## config.mk

```make
export PLATFORM = sky130hd
export DESIGN_NAME = abst_ctrl
export DESIGN_NICKNAME = d
export VERILOG_FILES = /design/src/hw/rtl/abst_pkg.sv /design/src/hw/rtl/abst_ctrl.sv
export SDC_FILE = /design/constraint.sdc
export NUM_CORES = 1
export LEC_CHECK = 0
export BUFFER_PORTS_ARGS = -buffer_cell sky130_fd_sc_hd__buf_2
export CAP_MARGIN = 20
export CORE_AREA = 2 2 39 41
export CTS_BUF_LIST = sky130_fd_sc_hd__clkbuf_4 sky130_fd_sc_hd__clkbuf_8 sky130_fd_sc_hd__clkbuf_16
export CTS_CLUSTER_DIAMETER = 30
export CTS_CLUSTER_SIZE = 30
export DETAILED_ROUTE_END_ITERATION = 8
export DIE_AREA = 0 0 41 43
export SYNTH_ARGS = -nofsm -noshare
export SYNTH_HDL_FRONTEND = slang
export SYNTH_SLANG_ARGS = --single-unit
export TNS_END_PERCENT = 1
```

## constraint.sdc

```tcl
create_clock -name clk -period 4 [get_ports clk]
set_input_delay 0 -clock clk [delete_from_list [all_inputs] [get_ports clk]]
set_output_delay 0 -clock clk [all_outputs]
set_load 0.005 [all_outputs]
```

## src/hw/rtl/abst_pkg.sv

```systemverilog
package abst_pkg;

  localparam int TREE_LEVELS_DEF = 10;
  localparam int SLOT_COUNT_DEF  = 1023;
  localparam int KEY_W           = 32;
  localparam int SLOT_W          = 10;
  localparam int COUNT_W         = 10;
  localparam int CODE_W          = 3;

  localparam logic [COUNT_W-1:0] COUNT_MAX = '1;

  typedef enum logic [CODE_W-1:0] {
    CODE_INSERTED  = 3'd0,
    CODE_PRESENT   = 3'd1,
    CODE_FULL      = 3'd2,
    CODE_FOUND     = 3'd3,
    CODE_NOT_FOUND = 3'd4,
    CODE_ZERO      = 3'd5
  } abst_code_t;

  typedef struct packed {
    logic                    mode;
    logic signed [KEY_W-1:0] key_value;
  } abst_req_t;

  typedef struct packed {
    logic [CODE_W-1:0]  status;
    logic [SLOT_W-1:0]  slot_index;
    logic [COUNT_W-1:0] stored_count;
  } abst_rsp_t;

  typedef struct packed {
    logic       clear_wr;
    logic       load;
    logic       advance;
    logic       insert;
    logic       finish;
    logic       take_slot;
    abst_code_t code;
    logic       publish;
  } abst_cmd_t;

  typedef struct packed {
    logic clear_last;
    logic key_zero;
    logic is_search;
    logic slot_empty;
    logic slot_match;
    logic path_end;
    logic out_busy;
  } abst_sts_t;

endpackage

```

## src/hw/rtl/abst_ctrl.sv

```systemverilog
module abst_ctrl import abst_pkg::*; (
  input  logic      clk,
  input  logic      rst,
  input  logic      req_valid,
  output logic      req_ready,
  input  abst_sts_t sts,
  output abst_cmd_t cmd
);

  typedef enum logic [1:0] {
    S_CLEAR,
    S_IDLE,
    S_WALK,
    S_DONE
  } state_t;

  state_t state;

  assign req_ready = (state == S_IDLE);

  always_comb begin
    cmd      = '0;
    cmd.code = CODE_ZERO;
    case (state)
      S_CLEAR: begin
        cmd.clear_wr = 1'b1;
      end
      S_IDLE: begin
        if (req_valid) begin
          cmd.load = 1'b1;
          if (sts.key_zero) begin
            cmd.finish = 1'b1;
            cmd.code   = CODE_ZERO;
          end
        end
      end
      S_WALK: begin
        if (sts.slot_empty) begin
          cmd.finish = 1'b1;
          if (sts.is_search) begin
            cmd.code = CODE_NOT_FOUND;
          end else begin
            cmd.insert    = 1'b1;
            cmd.take_slot = 1'b1;
            cmd.code      = CODE_INSERTED;
          end
        end else if (sts.slot_match) begin
          cmd.finish    = 1'b1;
          cmd.take_slot = 1'b1;
          cmd.code      = sts.is_search ? CODE_FOUND : CODE_PRESENT;
        end else if (sts.path_end) begin
          cmd.finish = 1'b1;
          cmd.code   = sts.is_search ? CODE_NOT_FOUND : CODE_FULL;
        end else begin
          cmd.advance = 1'b1;
        end
      end
      S_DONE: begin
        cmd.publish = !sts.out_busy;
      end
      default: begin
        cmd = '0;
      end
    endcase
  end

  always_ff @(posedge clk) begin
    if (rst) begin
      state <= S_CLEAR;
    end else begin
      case (state)
        S_CLEAR: begin
          if (sts.clear_last) state <= S_IDLE;
        end
        S_IDLE: begin
          if (req_valid) state <= sts.key_zero ? S_DONE : S_WALK;
        end
        S_WALK: begin
          if (sts.slot_empty || sts.slot_match || sts.path_end) state <= S_DONE;
        end
        S_DONE: begin
          if (!sts.out_busy) state <= S_IDLE;
        end
        default: begin
          state <= S_CLEAR;
        end
      endcase
    end
  end

endmodule

```

==> results of run 1 <==
[cell usage after synthesis (all sizes together)]
cell	instances
and2	1
nand2	2
a211oi	1
and3	1
nor2	2
a21oi	1
nand2b	3
a21boi	1
inv	3
a2111o	1
dfxtp	2
a221oi	1
nor2b	4
nand3	1
o31ai	1
ha	5
nor4b	1
or2b	1
mux2i	2
nor3	1
o21ai	2
[power by group]
group | leakage (nW) | internal, mW | total, mW | switching (mW)
clock network | 0.0138 | 0.0331 | 0.0445 | 0.0114
logic | 0.197 | 0.0792 | 0.157 | 0.0778
registers | 0.0166 | 0.0303 | 0.0409 | 0.0107
total | 0.228 | 0.143 | 0.242 | 0.0999
[worst max-delay path, cell delays in order, from the launching register on]
cell      delay, ps
dfxtp_1         370
inv_1           100
ha_1            260
nor4b_2         180
a2111o_1        430
a221oi_2        220
[metrics by stage]
step / utilization (%) / setup slack (ps) / area (sq um) / hold slack [ps] / total power [mW]
after floorplan: - / 2450 / 302 / 28.7 / 0.146
after global placement: 30.5 / 2410 / 422 / 190 / 0.201
after detailed placement: 30.5 / 2340 / 422 / 196 / 0.201
after CTS: 32.8 / 2330 / 454 / 178 / 0.248
after global routing: 32.8 / 2240 / 454 / 181 / 0.272
final: 32.8 / 2350 / 454 / 182 / 0.242
[kinds of logic (layout without fill, tap and decap cells)]
| group | count (synthesis) | in the layout | synth area share (%) |
|---|---|---|---|
| fa+ha+maj | 5 | 5 | 20.7 |
| flops | 2 | 2 | 13.3 |
| buf+inv | 3 | 27 | 3.73 |
| compound gates | 8 | 8 | 21.2 |
| simple gates | 17 | 17 | 34.4 |
| mux | 2 | 2 | 6.64 |
[repair_timing]
action	4_1_cts	5_1_grt
endpoints found under the setup margin	0	0
hold buffers	1	0
endpoints found under the hold margin	1	0
[worst paths after layout]
check | from | endpoint | slack [ps] | depth (start not counted)
worst max-delay path | state[0]$_SDFFE_PP0P_ | state[0]$_SDFFE_PP0P_ | 2350 | 5
worst min-delay path | sts[0] | state[0]$_SDFFE_PP0P_ | 180 | 3
worst max register to register | state[0]$_SDFFE_PP0P_ | state[0]$_SDFFE_PP0P_ | 2350 | 5
worst min register to register | state[1]$_SDFFE_PP0P_ | state[1]$_SDFFE_PP0P_ | 520 | 2
[cell type report]
class	instances	area share [%]
clock buffers	3	4.96
inverters	3	2.48
multi-input cells	32	55.1
flip-flops and latches	2	8.82
well taps	16	4.41
repair buffers	21	24.2
[layer usage]
layer  track usage [%]  part of all wire (%)  vias to the layer above
li1                  -                     -                      180
met3              4.71                   8.7                        0
met2              13.8                    51                        9
met4              4.00                     0                        0
met1              10.5                    40                      152
met5                 0                     0                        -
==> results.md, run 1 <==
- Die Ht: 43 microns
- Syn_nets: 52
- Crit path launch type: register
- Clk slew on worst S/H paths: 30 ps
- Setup Crit Path Kind: register to register
- Critical Path Fanout Max: 5
- TritonCTS clock tree: yes
- Placed cell count: 73
- First-pass GRT wire length: 1120 microns
- Post-synthesis register bit count: 2
- Max IR drop VDD: 194 uV
- Pwr/cell area: 534 mW/mm^2
- Status: complete, no violations
- 1st-pass router iterations: 2
- Vias/cell: 4.43
- Post-CTS Setup Inserts: 0
- H-tree depth: 1
- Layout net count: 78
- DIE AREA: 0.00176 sq mm
- Port Buffer Count: 20
- CTS max path bufs: 2
- Min Clock Period, post-route: 1650 ps
- Final max-slew violation count: 0
- Number of placement rows: 14
- Final Cycle Share: 41.2%
- Post-synth top area cell: ha_1
- Fin. Hold Viols: 0
- Top cells by area, synth: ha_1 21%, dfxtp_1 13%, nor2b_1 8.3%
- N_diodes: 0
- Initial detailed-routing violation count: 2
- Register area: 40.0 sq um
- Ports: 21
- Setup crit end kind: register
- Final HPWL DP: 605 microns
- Drt total wl: 690 microns
- Core area: 0.00138 sq mm
- CTS Buf Count: 3
- WP data required: 4140 ps
- Max cap viols: 0
- Most common library cell in the layout ignoring fill and taps: buf_2
- Fmax: 607 MHz
- Worst-skew pair later-pin latency: 220 ps
- Worst clock skew: 1.56 ps
- Vias in the first global route: 301
- Data arrival time of the critical path: 1780 ps
- Fin cells: 77
- Global Route Usage Sum: 9.21%
- Cell Area, Synth: 302 sq um
- Antenna violations before repair: 0
- RSZ-0062 raised after global routing: false
- CTS resizes: 0
- Via count: 341
- Wire per inst: 8.96 microns
- Min-delay worst type: input pin to register
- GRT overflow: 0
- DRC Markers: 0
- Syn Inst Count: 37
- Worst slew pin tran: 265 ps
- Setup TNS Final: 0 ps
- P_leak: 0.228 nW
- Seq/Total Area, Yosys: 13.3%
- # setup viols final: 0
- Largest regs: state (2)
- Max reg flops: 2
- Yosys warns: 0
- Yosys cell types: 21
- Share of layout cells above drive strength 1: 41.0%
- Yosys top cell area share: 20.7%
- Fillers: 165
- Initial Util: 21.8%
- Clock Tree Root: clkbuf_4
- Largest net degree at the start of global routing: 8
- Largest register by flop count: state
- Area occupied by multi-input gates: 250 sq um
- Most frequent cells in the layout: 20 x buf_2, 5 x ha_1, 4 x nor2b_1
- Final ANT Viol Nets: 0
- Relative slew slack: 82.2%
- Clk sinks: 2
- Die W: 41 microns
- Area grow syn2layout: 50.6%
- GPL Wtd Cong: 0.692
- Mapped Avg Cell Area: 8.15 sq um
Power figures use the tool's default switching activity.
==> run 2: changes to the inputs <==
clock period = 1.6 ns   (was 4 ns; I/O delays follow)
==> results.md, run 2 (synthesis results as in run 1) <==
- Hold path depth: 3 (unchanged)
- Largest register by flop count: state
- Min-delay worst type: input pin to register
- R2R Setup Slk: 100 ps (-2250 ps)
- Pwr/cell area: 1370 mW/mm^2 (+160%)
- Combinational share of power: 65.6% (+0.8 points)
- Relative slew slack: 80.2% (-2.1 points)
- Hold Crit Start: sts[0]
- Clock power share: 17.1% (-1.2 points)
- Hold EP: state[0]$_SDFFE_PP0P_
- CTS Buf Count: 3 (unchanged)
- Setup TNS Final: 0 ps (unchanged)
- Largest regs: state (2)
- Crit path launch type: register
- Fin. Hold Viols: 0 (unchanged)
- Global Route Usage Sum: 9.72% (+0.51 points)
- Post-CTS Setup Inserts: 0 (unchanged)
- Fmax: 668 MHz (+10%)
- Min Clock Period, post-route: 1500 ps (-150 ps)
- CTS max path bufs: 2 (unchanged)
- Antenna violations before repair: 0 (unchanged)
- P_leak: 0.233 nW (+2.3%)
- R2R cell count: 5 (unchanged)
- Buf/Inv on CP: 1 (unchanged)
- 1st-pass router iterations: 2 (unchanged)
- Worst clock skew: 0.376 ps (-1.19 ps)
- Setup crit end kind: register
- TritonCTS clock tree: yes
- RSZ-0062 raised after global routing: false
- Area grow syn2layout: 53.9%
- Flop pwr share: 17.3% (+0.4 points)
- Max reg flops: 2 (unchanged)
- Final ANT Viol Nets: 0 (unchanged)
- # setup viols final: 0 (unchanged)
- Share of layout cells above drive strength 1: 46.8% (+5.8 points)
- Delay-heaviest family, CP: compound AO/OA/AOI/OAI gates
- NetSw: 0.260 mW (+160%)
- Max cap viols: 0 (unchanged)
- N_diodes: 0 (unchanged)
- Worst path cell trace: inv_2, ha_1, nor2b_1, a2111o_1, a221oi_2
- Wire per inst: 9.69 microns (+8.2%)
- Via count: 350 (+2.6%)
- Core area: 0.00138 sq mm (unchanged)
- Number of placement rows: 14 (unchanged)
- Clock Tree Root: clkbuf_4
- Critical path's slowest cell: a2111o_1
- Initial Util: 21.8% (unchanged)
- CP peak stage delay: 430 ps (about the same)
- DRC Markers: 0 (unchanged)
- Vias in the first global route: 330 (+9.6%)
- Data arrival time of the critical path: 1620 ps (-160 ps)
- Max IR drop VDD: 394 uV (+100%)
- H-tree depth: 1 (unchanged)
- Final max-slew violation count: 0 (unchanged)
- Die Ht: 43 microns (unchanged)
- Sw Ratio: 40.9% (-0.26 points)
- Final HPWL DP: 676 microns (+12%)
- DIE AREA: 0.00176 sq mm (unchanged)
- Status: complete, no violations
- Setup Crit Path Kind: register to register
- Vias/cell: 4.49 (+1.3%)
- GRT overflow: 0 (unchanged)
- GPL Wtd Cong: 0.692 (about the same)
- Worst-skew pair later-pin latency: 220 ps (about the same)
- Worst slew pin tran: 296 ps (+30.7 ps)
- Drt total wl: 756 microns (+9.6%)
- Critical R2R Launch: state[0]$_SDFFE_PP0P_
- First-pass GRT wire length: 1160 microns (+3.1%)
- Clk slew on worst S/H paths: 30 ps (about the same)
- Die W: 41 microns (unchanged)
- Initial detailed-routing violation count: 2 (unchanged)
- Ports: 21 (unchanged)
- Final Cycle Share: 93.5% (+52 points)
- Post-place instance area: 429 sq um (+1.8%)
- Internal power: 0.374 mW (+160%)
- Clk sinks: 2 (unchanged)
- Reg-to-reg endpoint: state[0]$_SDFFE_PP0P_
- WP data required: 1730 ps (-2410 ps)
- Port Buffer Count: 20 (unchanged)
- Cell area after layout: 464 sq um (+2.2%)
- Area occupied by multi-input gates: 250 sq um (unchanged)
- Layout net count: 79 (+1.3%)
- Critical Path Fanout Max: 4 (-1)
- Register area: 42.5 sq um (+6.2%)
- Most frequent cells in the layout: 20 x buf_2, 5 x ha_1, 4 x nor2b_1
- Fillers: 157 (-4.8%)
- Most common library cell in the layout ignoring fill and taps: buf_2
- Largest net degree at the start of global routing: 8 (unchanged)
[run 2: cell types whose count changed in the layout (fill, tap and decap cells not counted)]
cell,change
dfxtp_1,-2
dfxtp_2,+2
buf_4,+1
inv_1,-1
inv_2,+1
[run 2: how the worst max path moves through the flow]
| stage | from | endpoint | slack (ps) | depth (start not counted) |
|---|---|---|---|---|
| floorplan | state[0]$_SDFFE_PP0P_ | state[0]$_SDFFE_PP0P_ | 50 | 5 |
| global placement | state[0]$_SDFFE_PP0P_ | state[0]$_SDFFE_PP0P_ | 60 | 5 |
| detailed placement | state[0]$_SDFFE_PP0P_ | state[0]$_SDFFE_PP0P_ | -3 | 5 |
| CTS | state[0]$_SDFFE_PP0P_ | state[0]$_SDFFE_PP0P_ | 40 | 5 |
| global route | state[1]$_SDFFE_PP0P_ | state[0]$_SDFFE_PP0P_ | 20 | 5 |
| finish | state[0]$_SDFFE_PP0P_ | state[0]$_SDFFE_PP0P_ | 100 | 5 |
[run 2: final cells by class]
cell class,count,area share [%]
multi-input cells,32,53.9
repair buffers,22,25.3
flip-flops and latches,2,9.16
clock buffers,3,4.85
well taps,16,4.31
inverters,3,2.43
[run 2: worst reg2reg max path, stage by stage (launching register included)]
cell	delay, ps
dfxtp_2	350
inv_2	60
ha_1	200
nor2b_1	150
a2111o_1	430
a221oi_2	220
[run 2: routing by layer]
metal  global-route usage (%)  vias up  routed length, microns
met2                     16.3        7                     406
met4                     8.00        0                       0
met1                     9.58      162                     294
met5                        0        -                       0
met3                     1.57        0                      55
li1                         -      181                       -
[run 2: power by group through the flow]
| stage | sequential (mW) | combinational, mW | clock, mW |
|---|---|---|---|
| after floorplan | 0.0967 | 0.269 | 0 |
| after global placement | 0.103 | 0.413 | 0 |
| after detailed placement | 0.105 | 0.419 | 0 |
| after CTS | 0.107 | 0.422 | 0.115 |
| after global routing | 0.117 | 0.465 | 0.119 |
| final | 0.110 | 0.416 | 0.108 |
[run 2: stage by stage]
stage | power, mW | util [%] | hold WS (ps) | worst slack (ps) | instances
floorplan | 0.366 | - | 28.7 | 52.6 | 37
global placement | 0.516 | 31.0 | 189 | 58.9 | 74
detailed placement | 0.525 | 31.0 | 193 | -3.19 | 74
CTS | 0.645 | 33.5 | 163 | 40.2 | 78
global route | 0.702 | 33.5 | 188 | 18.8 | 78
finish | 0.634 | 33.5 | 174 | 103 | 78
[run 2: timing repair]
action | CTS | global route
hold buffers | 1 | 0
endpoints found under the setup margin | 1 | 1
gates resized for setup | 1 | 2
hold endpoints to repair | 1 | 0
pin swaps | 0 | 1
==> run 3: changes to the inputs <==
ABC_AREA = 1   (was unset)
CAP_MARGIN = 0   (was 20)
==> results.md, run 3 <==
- Area grow syn2layout: 44.9%
- Top cells by area, synth: ha_1 20%, inv_1 15%, dfxtp_1 13%
- Most common library cell in the layout ignoring fill and taps: buf_2
- N_diodes: 0 (unchanged)
- Setup Crit Path Kind: register to output port
- Number of synthesized flops with an enable pin: 0 (unchanged)
- Initial detailed-routing violation count: 3 (+1)
- Largest net degree at the start of global routing: 7 (-1)
- Post-CTS Setup Inserts: 0 (unchanged)
- Setup crit end kind: output port
- Critical Path Fanout Max: 6 (+2)
- Worst clock skew: 0.0780 ps (-0.298 ps)
- Fin. Hold Viols: 0 (unchanged)
- Post-place instance area: 438 sq um (+2.0%)
- Relative slew slack: 85.3% (+5.1 points)
- Final HPWL DP: 627 microns (-7.1%)
- DR WL met3: 71 microns (+29%)
- Data arrival time of the critical path: 1350 ps (-270 ps)
- Status: complete, no violations
- Max layer used: met4
- Initial Util: 23.0% (+1.2 points)
- Final ANT Viol Nets: 0 (unchanged)
- DR WL met2: 324 microns (-20%)
- Most frequent cells in the layout: 20 x buf_2, 13 x inv_1, 10 x nand2_1
- Critical path's slowest cell: dfxtp_1
- Core area: 0.00138 sq mm (unchanged)
- Critical R2R Launch: state[0]$_SDFFE_PP0P_
- Hold Crit Start: rst
- Fillers: 157 (unchanged)
- Top FF cell, synth: dfxtp_1
- CTS Buf Count: 3 (unchanged)
- Port Buffer Count: 20 (unchanged)
- CP peak stage delay: 340 ps (-90 ps)
- CP Depth: 5 (unchanged)
- Worst-skew pair later-pin latency: 220 ps (about the same)
- Max cap viols: 0 (unchanged)
- Mapped Avg Cell Area: 5.89 sq um (-28%)
- Layout net count: 94 (+19%)
- Largest regs: state (2)
- Min Clock Period, post-route: 1350 ps (-144 ps)
- Placed cell count: 90 (+22%)
- Yosys top cell area share: 19.7% (-1.1 points)
- Fin cells: 93 (+19%)
- Max IR drop VDD: 519 uV (+32%)
- GRT overflow: 0 (unchanged)
- Post-synth top area cell: ha_1
- Clk slew on worst S/H paths: 30 ps (about the same)
- Cell Area, Synth: 318 sq um (+5.4%)
- GPL Wtd Cong: 0.755 (+9.1%)
- Drt total wl: 737 microns (-2.5%)
- Yosys cell types: 15 (-29%)
- H-tree depth: 1 (unchanged)
- CTS max path bufs: 2 (unchanged)
- Antenna violations before repair: 0 (unchanged)
- Cts hold-fix bufs: 0 (-1)
- Syn Inst Count: 54 (+46%)
- R2R cell count: 6 (+1)
- TritonCTS clock tree: yes
- Die W: 41 microns (unchanged)
- Max reg flops: 2 (unchanged)
- Delay-heaviest family, CP: flip-flops
- RSZ-0062 raised after global routing: false
- Buf/Inv on CP: 2 (+1)
- Worst setup path startpoint: state[0]$_SDFFE_PP0P_
- Seq/Total Area, Yosys: 12.6% (-0.68 points)
- R2R Setup Slk: 360 ps (+260 ps)
- P_leak: 0.290 nW (+25%)
- DRC Markers: 0 (unchanged)
- DIE AREA: 0.00176 sq mm (unchanged)
- Reg-to-reg endpoint: state[0]$_SDFFE_PP0P_
- Top cells by count, synth: 13 x inv_1, 10 x nand2_1, 7 x nor2_1
- Vias/cell: 4.14 (-7.7%)
- Min-delay worst type: input pin to register
- Ports: 21 (unchanged)
- First-pass GRT wire length: 1080 microns (-6.6%)
- Wire per inst: 7.92 microns (-18%)
- Worst path cell trace: inv_1, ha_1, nand2_1, a211oi_1, buf_2
- Yosys warns: 0 (unchanged)
- Pwr/cell area: 1400 mW/mm^2 (+2.3%)
- Final max-slew violation count: 0 (unchanged)
- Clock Tree Root: clkbuf_4
- # setup viols final: 0 (unchanged)
- WP data required: 1600 ps (-130 ps)
- Count leader, synth: inv_1
- Worst slew pin tran: 218 ps (-77.4 ps)
- Fmax: 739 MHz (+11%)
- Cell area after layout: 460 sq um (-0.81%)
- Number of placement rows: 14 (unchanged)
- CTS resizes: 0 (-1)
- Crit path launch type: register
- Final Cycle Share: 84.6% (-9.0 points)
- Largest register by flop count: state
- Metal1 wirelength: 326 microns (+11%)
- Hold slack: 45.7 ps (-128 ps)
- FFs w/ async S/R, synth: 0% (unchanged)
- Setup TNS Final: 0 ps (unchanged)
- Post-synthesis register bit count: 2 (unchanged)
- Clk sinks: 2 (unchanged)
- Share of layout cells above drive strength 1: 37.7% (-9.1 points)
- Global Route Usage Sum: 8.61% (-1.1 points)
- Die Ht: 43 microns (unchanged)
- Hold path depth: 4 (+1)
- 1st-pass router iterations: 2 (unchanged)
- Syn_nets: 69 (+33%)
- Hold EP: state[1]$_SDFFE_PP0P_
- Via count: 385 (+10%)
- Vias in the first global route: 316 (-4.2%)
run 3: changes by cell type after synthesis, moves of 2 or more:
cell      delta
inv_1       +10
mux2i_1      -2
nand2_1      +8
nand2b_1     -3
nand3_1      +2
nand3_2      +2
nor2_1       +5
nor2_2       +2
nor2b_1      -4
run 3: worst max-delay path by stage:
| stage | endpoint |
|---|---|
| final | cmd[2] |
| after floorplan | state[0]$_SDFFE_PP0P_ |
| after global placement | state[0]$_SDFFE_PP0P_ |
| after CTS | cmd[2] |
| after detailed placement | state[0]$_SDFFE_PP0P_ |
| after global routing | cmd[2] |
run 3: cell type report:
type                       instances  area (sq um)  share of cell area [%]
tap                               16          20.0                    4.35
inverter                          14          52.6                    11.4
multi-input combinational         38           225                    48.9
timing repair buffer              20           100                    21.7
sequential                         2          40.0                    8.70
clock buffer                       3          22.5                    4.89
run 3: through the flow:
stage	setup WS (ps)	power, mW	util [%]
2_1_floorplan	452	0.398	-
3_3_place_gp	390	0.534	31.6
3_5_place_dp	360	0.538	31.6
4_1_cts	232	0.656	33.3
5_1_grt	113	0.719	33.3
6_report	247	0.643	33.3
run 3: tightest hold or removal path, stage by stage:
cell and delay [ps]:
buf_2 80, inv_1 40, nand2_1 60, nor2_1 40
run 3: cells by family after synthesis:
group	after synthesis	share of synthesized area, %
buffers and inverters	14	16.5
AOI/OAI and AO/OA	7	12.6
adders and majority gates	5	19.7
DFF	2	12.6
and+or+nand+nor	26	38.6
run 3: report_power, final:
| group | switching (mW) | internal, mW | leakage (nW) |
|---|---|---|---|
| sequential | 0.0292 | 0.0762 | 0.0167 |
| clock | 0.0286 | 0.0827 | 0.0138 |
| combinational | 0.238 | 0.189 | 0.260 |
run 3: per-layer routing:
metal / vias up / track usage [%]
li1: 210 / -
met1: 156 / 11.8
met4: 0 / 5.33
met5: - / 0
met2: 17 / 12.8
met3: 2 / 0
